`config.mk`:
```
export PLATFORM = sky130hd
export DESIGN_NAME = bfps_front
export DESIGN_NICKNAME = d
export VERILOG_FILES = /design/src/rtl/bfps_pkg.sv /design/src/rtl/bfps_front.sv
export SDC_FILE = /design/constraint.sdc
export NUM_CORES = 1
export LEC_CHECK = 0
export BUFFER_PORTS_ARGS = -buffer_cell sky130_fd_sc_hd__buf_2
export CAP_MARGIN = 15
export CORE_ASPECT_RATIO = 0.5
export CORE_MARGIN = 2
export CORE_UTILIZATION = 35
export DETAILED_ROUTE_END_ITERATION = 8
export PLACE_DENSITY = 0.77
export SKIP_LAST_GASP = 1
export SYNTH_ARGS = -nofsm -noshare
export SYNTH_HDL_FRONTEND = slang
export SYNTH_SLANG_ARGS = --single-unit
```
`constraint.sdc`:
```
create_clock -name vclk -period 8.8
set_clock_uncertainty 0.15 [all_clocks]
set_input_delay 0.88 -clock vclk [all_inputs]
set_output_delay 0.88 -clock vclk [all_outputs]
set_load 0.05 [all_outputs]
```
`src/rtl/bfps_pkg.sv`:
```
// Package for the bit field pack/unpack store.
// Holds request codes, the queued request type and the bit mask helper.
// No dependencies.
`default_nettype none

package bfps_pkg;

  localparam int unsigned WORD_BITS = 64;
  localparam int unsigned CNT_W     = 7;
  localparam int unsigned POS_W     = 17;

  localparam logic [1:0] REQ_WRITE = 2'd0;
  localparam logic [1:0] REQ_READ  = 2'd1;
  localparam logic [1:0] REQ_SEEK  = 2'd2;

  typedef struct packed {
    logic [1:0]           kind;
    logic [CNT_W-1:0]     n;
    logic [WORD_BITS-1:0] value;
    logic [POS_W-1:0]     target;
  } req_t;

  typedef struct packed {
    logic full;
    logic empty;
  } q_status_t;

  function automatic logic [WORD_BITS-1:0] low_mask(input logic [CNT_W-1:0] n);
    logic [WORD_BITS-1:0] m;
    if (n >= CNT_W'(WORD_BITS)) begin
      m = '1;
    end else begin
      m = (WORD_BITS'(1) << n) - WORD_BITS'(1);
    end
    return m;
  endfunction

endpackage

`default_nettype wire

```
`src/rtl/bfps_front.sv`:
```
// Front end: takes requests, clamps the bit count, masks the write value.
// Depends on bfps_pkg.
`default_nettype none

module bfps_front (
  input  logic                                  start,
  input  logic [1:0]                            req_type,
  input  logic [bfps_pkg::CNT_W-1:0]            bit_count,
  input  logic [bfps_pkg::WORD_BITS-1:0]        write_value,
  input  logic [bfps_pkg::POS_W-1:0]            seek_target,
  input  bfps_pkg::q_status_t                   q_status,
  input  logic                                  clearing,
  output logic                                  busy,
  output logic                                  push,
  output bfps_pkg::req_t                        req
);

  logic [bfps_pkg::CNT_W-1:0] n_clamped;

  assign n_clamped = (bit_count > bfps_pkg::CNT_W'(bfps_pkg::WORD_BITS)) ?
                     bfps_pkg::CNT_W'(bfps_pkg::WORD_BITS) : bit_count;

  assign busy = q_status.full | clearing;
  assign push = start & ~busy;

  always_comb begin
    req.kind   = req_type;
    req.n      = n_clamped;
    req.value  = write_value & bfps_pkg::low_mask(n_clamped);
    req.target = seek_target;
  end

endmodule

`default_nettype wire

```
Yosys cells after proc, flatten, opt, wreduce, memory -nomap -nowiden
Cells that the tools add are included.
{"block": "word_totals", "register_bits": 0, "latchBits": 0, "ramBits": 0, "rom_bits": 0, "inputBits": 94, "output_inout_bits": 92, "elab_cells": 10, "n_memories": 0}
{"block": "op_classes", "add_sub_neg": 1, "mul": 0, "div": 0, "order_cmp": 2, "eq_ne": 0, "shift": 1, "mux": 2, "n_bitwise": 4, "n_reduce_logical": 0}
{"cell": "$and 64x64->64", "n": 1}
{"cell": "$mux 64", "n": 1}
{"cell": "$shl 1x7->64 const A", "n": 1}
{"cell": "$sub 64x2->64 const B", "n": 1}
{"cell": "$ge 7x7->1 const B", "n": 1}
{"cell": "$gt 7x7->1 const B", "n": 1}
{"cell": "$mux 7", "n": 1}
{"cell": "$and 1x1->1", "n": 1}
{"cell": "$not 1->1", "n": 1}
{"cell": "$or 1x1->1", "n": 1}

Longest topological paths before layout
{"block": "logic_depth", "depth_word": 6, "mapped_depth": 13, "depth_no_buf": 9}

Worst setup path after synthesis
Ideal clock, no wire load.
{"block": "synth_path", "path_type": "input port to output port", "start": "in bit_count[6] in the netlist's numbering", "end": "out req[69] in the netlist's numbering", "arrival_time_ns": 3.946, "required_ns": 7.770, "path_slack_ns": 3.824, "stages": 11, "n_path_buf": 3, "cell_sequence": "buf_4 buf_2 nor4_2 o21ai_0 ha_1 buf_2 inv_2 a21oi_1 o21ai_1 a31oi_1 a21boi_0"}
{"element": "start: declaration", "line_no": "bfps_front.sv:8", "rtl": "input logic [bfps_pkg::CNT_W-1:0] bit_count,"}
{"element": "end: declaration", "line_no": "bfps_front.sv:15", "rtl": "output bfps_pkg::req_t req"}

==> impl_metrics.tcl <==
set metrics [dict create \
    hold_path_class "primary input to output pin" \
    finalPower_mw 0.218 \
    die_y_um 61.7 \
    boundaryPins 186 \
    synth_top_cell_area_share_pct 6.43 \
    placed_area_sq_um 2860 \
    final_cell_area_sq_um 2860 \
    fp.coreArea_sq_um 6260 \
    grt_max_degree 56 \
    syn-cell-area_sq_um 2330 \
    slew_headroom_pct 43.3 \
    setup_violations 0 \
    vias 3429 \
    drc 0 \
    irDropWorstVdd_v 0.0000345 \
    synth_top_cells_by_count "nand2_1, nor2_1, a21oi_1" \
    io_buffers 147 \
    antenna_left 0 \
    crit_fanout 32 \
    yosysWarningCount 0 \
    rows 20 \
    fin_nets 566 \
    fin_cells 557 \
    synth_nets 471 \
    power_density_nw_per_um2 76.1 \
    grt_pass1_vias 2851 \
    p_leak_nw 1.26 \
    detailed_place_hpwl_um 7130 \
    crit_arrival_ns 4.75 \
    synth_area_per_cell_sq_um 6.21 \
    clockBufferCount 0 \
    synth_cells 376 \
    placed_cells 557 \
    crit_type "primary input to output pin" \
    grt_setup_unrepaired "no" \
    seq_area_sq_um 0 \
    fillers 690 \
    outcome "completed" \
    netlist_top_cells_area "buf_4, nand2_1, a21oi_1, o21ai_0, o311a_1" \
    finalSetupTns_ns 0 \
    critPathLaunchType "primary input" \
    p_int_mw 0.0580 \
    synth_most_common_cell "nand2_1" \
    worst_pin_slew_ns 0.851 \
    setup_ws_ns 3.02 \
    cts_setup_buffers 0 \
    max_freq_ghz 0.173 \
    dr.first_iter.drc_count 400 \
    die_x_um 119 \
    p_switching_mw 0.160 \
    postCtsHoldBufs 0 \
    comb_power_share_pct 100.0 \
    drive_gt1_share_pct 36.5 \
    slew_viol_final 0 \
    synth-seq-area-share_pct 0 \
    antenna_found_initial 0 \
    drtPass1Iterations 5 \
    swShare_pct 73.4 \
    design.seq.count 0 \
    cts_resized 0 \
    power_frac_seq_pct 0 \
    gp_congestion 0.965 \
    vias_per_cell 6.16 \
    clkPwrFrac_pct 0 \
    post-route-min-period_ns 5.78 \
    drt_wl_total_um 9750 \
    place_ws_ns 3.13 \
    area_delta_synth_final_pct 22.7 \
    grt_pass1_wl_um 14300 \
    diodes 0 \
    crit_required_ns 7.77 \
    ys_types 66 \
    max-cap-violations 0 \
    gr-usage-all-layers_pct 24.0 \
    post_drt_wl_per_cell_um 17.5 \
    cp-end-kind "output pin" \
    grt_overflow 0 \
    fin_crit_sh_pct 65.7 \
    finalHoldViolations 0 \
    start_util_pct 37.3 \
    die_area_sq_um 7380 \
    yosysTopAreaCell "buf_4" \
]
==> layout by cell type (no fill, tap or decap), types with 6 or more instances in the layout <==
master / netlist / layout
a211oi_1: 8 / 8
and2_1: 13 / 13
o311a_1: 10 / 10
nor2b_1: 11 / 11
inv_1: 10 / 10
o21ai_0: 21 / 21
a21oi_1: 23 / 23
nand4_1: 6 / 6
nand2_1: 36 / 36
nand2b_1: 6 / 6
nor2_1: 25 / 25
a31oi_1: 11 / 11
o31ai_1: 7 / 7
buf_2: 13 / 147
and3_1: 10 / 10
o21a_1: 7 / 7
nor3_1: 11 / 11
nand3_1: 12 / 12
a21boi_0: 12 / 12
==> routing by layer <==
layer  GRT usage (%)  share of wire (%)  vias to the layer above
met1            32.9                 40                     1583
li1                -                  -                     1580
met2            39.5                 46                      236
met4            6.05                1.8                        0
met3            4.84                 12                       30
met5               0                  0                        -
==> area by class of cell <==
cell class	count	area (sq um)	share of cell area, %
multi-input cells	308	1960	68.4
well taps	88	110	3.85
repair buffers	149	751	26.2
inverters	12	45.0	1.57
==> worst max-delay path: stages <==
cell     delay, ns
buf_2         0.46
or2_0         0.73
nor4_2        0.20
o21ai_0       0.16
ha_1          0.44
inv_2         0.20
a31oi_1       0.21
nand3_1       0.34
or4_1         0.62
a31oi_1       0.19
buf_2         0.29
==> kinds of logic after synthesis <==
group	after synthesis	synth area share [%]
AND/OR/NAND/NOR	167	39.5
AO/OA/AOI/OAI	135	41.9
buffers and inverters	68	16.1
XOR/XNOR	4	1.50
multiplexers	1	0.429
adder cells (fa/ha/maj)	1	0.536
==> power by group through the flow <==
stage / clock (mW) / sequential [mW] / combinational (mW)
6_report: 0 / 0 / 0.218
5_1_grt: 0 / 0 / 0.230
4_1_cts: 0 / 0 / 0.216
3_5_place_dp: 0 / 0 / 0.215
3_3_place_gp: 0 / 0 / 0.214
2_1_floorplan: 0 / 0 / 0.186
==> final timing paths <==
check / end / startpoint / cells past startpoint
max: req[63] / bit_count[2] / 11
min: req[11] / seek_target[11] / 0
==> through the flow <==
stage               hold slack, ns  util (%)
floorplan                     1.78         -
global placement              1.61      45.8
detailed placement            1.61      45.8
CTS                           1.61      45.8
global route                  1.61      45.8
finish                        1.61      45.8
(Power assumes the default switching activity.)
