==> src/rtl/bfps_pkg.sv <==
// Package for the bit field pack/unpack store.
// Holds request codes, the queued request type and the bit mask helper.
// No dependencies.
`default_nettype none

package bfps_pkg;

  localparam int unsigned WORD_BITS = 64;
  localparam int unsigned CNT_W     = 7;
  localparam int unsigned POS_W     = 17;

  localparam logic [1:0] REQ_WRITE = 2'd0;
  localparam logic [1:0] REQ_READ  = 2'd1;
  localparam logic [1:0] REQ_SEEK  = 2'd2;

  typedef struct packed {
    logic [1:0]           kind;
    logic [CNT_W-1:0]     n;
    logic [WORD_BITS-1:0] value;
    logic [POS_W-1:0]     target;
  } req_t;

  typedef struct packed {
    logic full;
    logic empty;
  } q_status_t;

  function automatic logic [WORD_BITS-1:0] low_mask(input logic [CNT_W-1:0] n);
    logic [WORD_BITS-1:0] m;
    if (n >= CNT_W'(WORD_BITS)) begin
      m = '1;
    end else begin
      m = (WORD_BITS'(1) << n) - WORD_BITS'(1);
    end
    return m;
  endfunction

endpackage

`default_nettype wire

==> src/rtl/bfps_queue.sv <==
// Two-entry request queue between front and back end.
// Depends on bfps_pkg.
`default_nettype none

module bfps_queue (
  input  logic                clk,
  input  logic                rst,
  input  logic                push,
  input  bfps_pkg::req_t      req,
  input  logic                pop,
  output bfps_pkg::req_t      head,
  output bfps_pkg::q_status_t status
);

  bfps_pkg::req_t slot [2];
  logic           wr_ptr;
  logic           rd_ptr;
  logic [1:0]     count;

  always_ff @(posedge clk) begin
    if (rst) begin
      wr_ptr <= 1'b0;
      rd_ptr <= 1'b0;
      count  <= 2'd0;
    end else begin
      if (push) begin
        wr_ptr <= ~wr_ptr;
      end
      if (pop) begin
        rd_ptr <= ~rd_ptr;
      end
      case ({push, pop})
        2'b10:   count <= count + 2'd1;
        2'b01:   count <= count - 2'd1;
        default: count <= count;
      endcase
    end
  end

  always_ff @(posedge clk) begin
    if (push) begin
      slot[wr_ptr] <= req;
    end
  end

  assign head         = slot[rd_ptr];
  assign status.full  = (count == 2'd2);
  assign status.empty = (count == 2'd0);

endmodule

`default_nettype wire

==> config.mk <==
export PLATFORM = sky130hd
export DESIGN_NAME = bfps_queue
export DESIGN_NICKNAME = d
export VERILOG_FILES = /design/src/rtl/bfps_pkg.sv /design/src/rtl/bfps_queue.sv
export SDC_FILE = /design/constraint.sdc
export NUM_CORES = 1
export LEC_CHECK = 0
export ABC_AREA = 1
export BUFFER_PORTS_ARGS = -buffer_cell sky130_fd_sc_hd__buf_2
export CAP_MARGIN = 0
export CORE_MARGIN = 1
export CORE_UTILIZATION = 52
export CTS_CLUSTER_SIZE = 24
export DETAILED_ROUTE_END_ITERATION = 10
export GPL_TIMING_DRIVEN = 0
export PLACE_DENSITY = 0.87
export SYNTH_ARGS = -nofsm -noshare
export SYNTH_HDL_FRONTEND = slang
export SYNTH_SLANG_ARGS = --single-unit
export TNS_END_PERCENT = 30
==> constraint.sdc <==
create_clock -name clk -period 12.24 [get_ports clk]
set_clock_uncertainty 0.15 [all_clocks]
set_input_delay 1.836 -clock clk [delete_from_list [all_inputs] [get_ports clk]]
set_output_delay 1.836 -clock clk [all_outputs]
set_load 0.01 [all_outputs]
== After elaboration in Yosys (flattened, before gate mapping) ==
Memory sizes are Yosys's and may differ from the RTL's. A register that Yosys moved wholly into a read port is not among the register bits.
Index checks and enable logic that the tools add are counted.

* Flip-flop bits (word level): 4
* Output and inout bits: 92
* Memories: 1
* Memory bits (writable): 180

{| class="wikitable"
|+ Memory list
! name !! depth !! width !! read ports !! clocked after Yosys merged registers in !! wr ports !! line !! text
|-
| slot || 2 || 90 || 1 || 1 || 1 || bfps_queue.sv:15 || <nowiki>bfps_pkg::req_t slot [2];</nowiki>
|}

* $add $sub $neg: 2
* Mux-type cells: 5
* Equality and inequality tests: 3
* Bitwise operators: 2
* Reductions and logical operators: 2

{| class="wikitable"
|+ Operators with widths
! operator !! count
|-
| $eq 2x2->1 const B || 2
|-
| $mux 1 || 4
|-
| $pmux 2 s2 || 1
|-
| $add 2x1->2 const B || 1
|-
| $eq 2x1->1 const B || 1
|-
| $logic_not 2->1 || 1
|-
| $not 1->1 || 2
|-
| $reduce_bool 2->1 || 1
|-
| $sub 2x1->2 const B || 1
|}

== Logic depth before layout (Yosys ltp) ==
* Word-level depth: 3
* Gate-level depth with buffers: 7

== Worst setup path before layout ==
OpenSTA, ideal clock, no wires.

* Path kind: in2reg
* Start: input push
* End: memory slot[0][0] in the netlist's numbering, enable pin
* Arrival time: 5.666 ns
* Cell stages on the path: 2
* Path buffers: 0
* Setup time: 0.542 ns
* Setup slack: 5.882 ns
* Cell sequence: inv_1 nor2_1

* Word-level cells in the longest chain between the ends: 2

{| class="wikitable"
|+ RTL lines
! element !! line !! text
|-
| start, declared || bfps_queue.sv:8 || <nowiki>input logic push,</nowiki>
|-
| $mux 1 || bfps_queue.sv:41 || <nowiki>if (push) begin</nowiki>
|-
| $mux 1 (not written as such) || bfps_queue.sv:42 || <nowiki>slot[wr_ptr] <= req;</nowiki>
|-
| end, declared || bfps_queue.sv:15 ||
|}

Every way passes these cells.

==> flow_summary.ini <==
[run_status]
outcome = finished, final reports clean

[logic_synthesis]
synth_top_area_cell = edfxtp_1
synth_cell_type_count = 14
ys_seq_area_share_pct = 76.7
syn-cell-area_mm2 = 0.00717
ys_ff_latch = 185
synthTopCellsByArea = edfxtp_1 (75%), mux2_4 (19%), buf_12 (2.5%)
avgSynthCellArea_um2 = 22.9
syn_nets = 408
yosys_warnings = 0
yosys.area.top_type_share_pct = 75.4
synthCells = 313

[drt]
dr.pass1.iters = 4
wl_per_cell_um = 17.0
dr.first_iter.drc_count = 194
vias = 3511
drtAntennaViolNets = 0
via_per_inst = 4.95
drc = 0
drt-total-wl_um = 12100

[min_path]
min-delay-start = rd_ptr$_SDFFE_PP0P_
hold_class = reg2reg

[finish]
design_area_mm2 = 0.00896
multi_input_area_mm2 = 0.00146
fill_cells = 905
area_growth_pct = 25.0
drive_gt1_share_pct = 59.4
diodes = 0
final_cell_mix = buf_2 (185), edfxtp_1 (180), mux2_4 (90)
layout_commonest_cell = buf_2
final-seq-area_mm2 = 0.00551
nNetsFinal = 616

[timing]
rsz0062_at_grt = no
drv_slew = 0
setup_tns_ps = 0
fin_crit_ps = 3610
min_period_over_period_pct = 29.5
relSlewSlack_pct = 56.7
finalHoldViolCount = 0
setup_viol = 0
max_freq_mhz = 277
worstMarginPinSlew_ps = 648

[grt]
grt_pass1_vias = 3658
antenna_found_initial = 0
overflow = 0
grt_pass1_wl_um = 18300
track_usage_pct = 17.4
grt_max_degree = 70

[setup_path]
end_kind = output port
cp_max_fo = 10
worstPathRequired_ps = 10250
worst-setup-path-type = reg2out
r2r_end = slot[0][43]$_DFFE_PP_
reg2reg_depth = 3
critPathCapture = head[45]
crit_arrival_ps = 1620
setup.worst_path.start_class = flop
cpMaxStageDelayCell = dfxtp_1
timing.reg2reg.setup_slack_ps = 10430
critical_path.max_stage_delay_ps = 320
reg2reg_from = wr_ptr$_SDFFE_PP0P_
path_cells = buf_6, buf_12, mux2_4, buf_2

[die]
row_count = 42
initial_core_util_pct = 53.7
coreArea_mm2 = 0.0133
ios = 186
die_x_um = 119
die_area_mm2 = 0.0143
die_y_um = 119

[power]
p_per_area_mw_per_mm2 = 158
cellLeakagePower_uw = 0.00359
peakVddDrop_mv = 0.130

[cts]
cts_root_buf = clkbuf_16
clock_path_buffers = 2
numClockSinks = 185
cts_tree = done
path_clk_slew_ps = 60
cts-buffers-inserted = 17
hold_buffers = 0
postCtsSetupBuffers = 0
clock_latency_ps = 410
cts.repair.resized = 0
htreeDepth = 4

[flow_run]
drv_cap = 0

[placement]
portBuffers = 185
hpwl_um = 8340
gp_congestion = 0.707
placement.cell_area_mm2 = 0.00842
## stage by stage
stage	total power (µW)	hold WS, ps	cells	setup WS, ps	util (%)
2_1_floorplan	871	330	313	5880	-
3_3_place_gp	931	344	674	3970	62.3
3_5_place_dp	939	373	678	8740	63.1
4_1_cts	1430	392	710	8590	67.2
5_1_grt	1460	425	710	8560	67.2
6_report	1420	385	710	8630	67.2
## power breakdown
group | switching [µW] | total (µW) | internal [µW] | leakage (µW)
clock network | 216 | 493 | 277 | 0.000249
registers | 9.27 | 742 | 733 | 0.00173
logic | 83.0 | 181 | 97.7 | 0.00161
total | 308 | 1420 | 1110 | 0.00359
## kinds of logic after synthesis
family                     Yosys count  synth area share (%)
DFF                                185                  76.7
AOI/OAI and AO/OA                    2                 0.139
and+or+nand+nor                     17                 0.942
buffers and inverters               17                  3.04
muxes                               90                  18.8
adders and majority gates            1                 0.174
xor gates and xnor gates             1                 0.122
## layer usage
metal	share of wire, %	GRT usage, %	routed length, µm
met5	0	0	0
met3	6.7	6.51	813
met4	0.62	5.39	75
met1	39	19.5	4770
met2	53	30.5	6450
## final cells by class
cell class | count | share of cell area, %
flip-flops and latches | 185 | 61.4
multi-input cells | 111 | 16.3
repair buffers | 189 | 11.4
clock buffers | 19 | 4.83
well taps | 176 | 2.46
plain buffers | 10 | 2.14
clock inverters | 13 | 1.19
inverters | 7 | 0.321
## synth_stat cells, drive strengths merged
| cell | count |
|---|---|
| a21oi | 1 |
| buf | 10 |
| dfxtp | 5 |
| edfxtp | 180 |
| ha | 1 |
| inv | 7 |
| mux2 | 90 |
| nand2 | 5 |
| nand4 | 1 |
| nor2 | 10 |
| nor3 | 1 |
| o21ai | 1 |
| xnor2 | 1 |
## worst min path at each step
| stage | end | slack (ps) | cells past startpoint |
|---|---|---|---|
| 2_1_floorplan | flop | 330 | 2 |
| 3_3_place_gp | rd_ptr$_SDFFE_PP0P_ | 340 | 2 |
| 3_5_place_dp | flop | 370 | 2 |
| 4_1_cts | flop | 390 | 2 |
| 5_1_grt | wr_ptr$_SDFFE_PP0P_ | 420 | 2 |
| 6_report | rd_ptr$_SDFFE_PP0P_ | 380 | 2 |
## state kept, by name, indices dropped and copies added, names as in the netlist, named ones only
signal,flops
count,2
rd_ptr,1
slot,180
wr_ptr,1
## worst max-delay path: cells and delay by family, from the launching register on
family | cells | cell delay (ps)
buffers and inverters | 3 | 560
muxes | 1 | 310
DFF | 1 | 320
No activity file was read; power rests on OpenSTA's default activity.
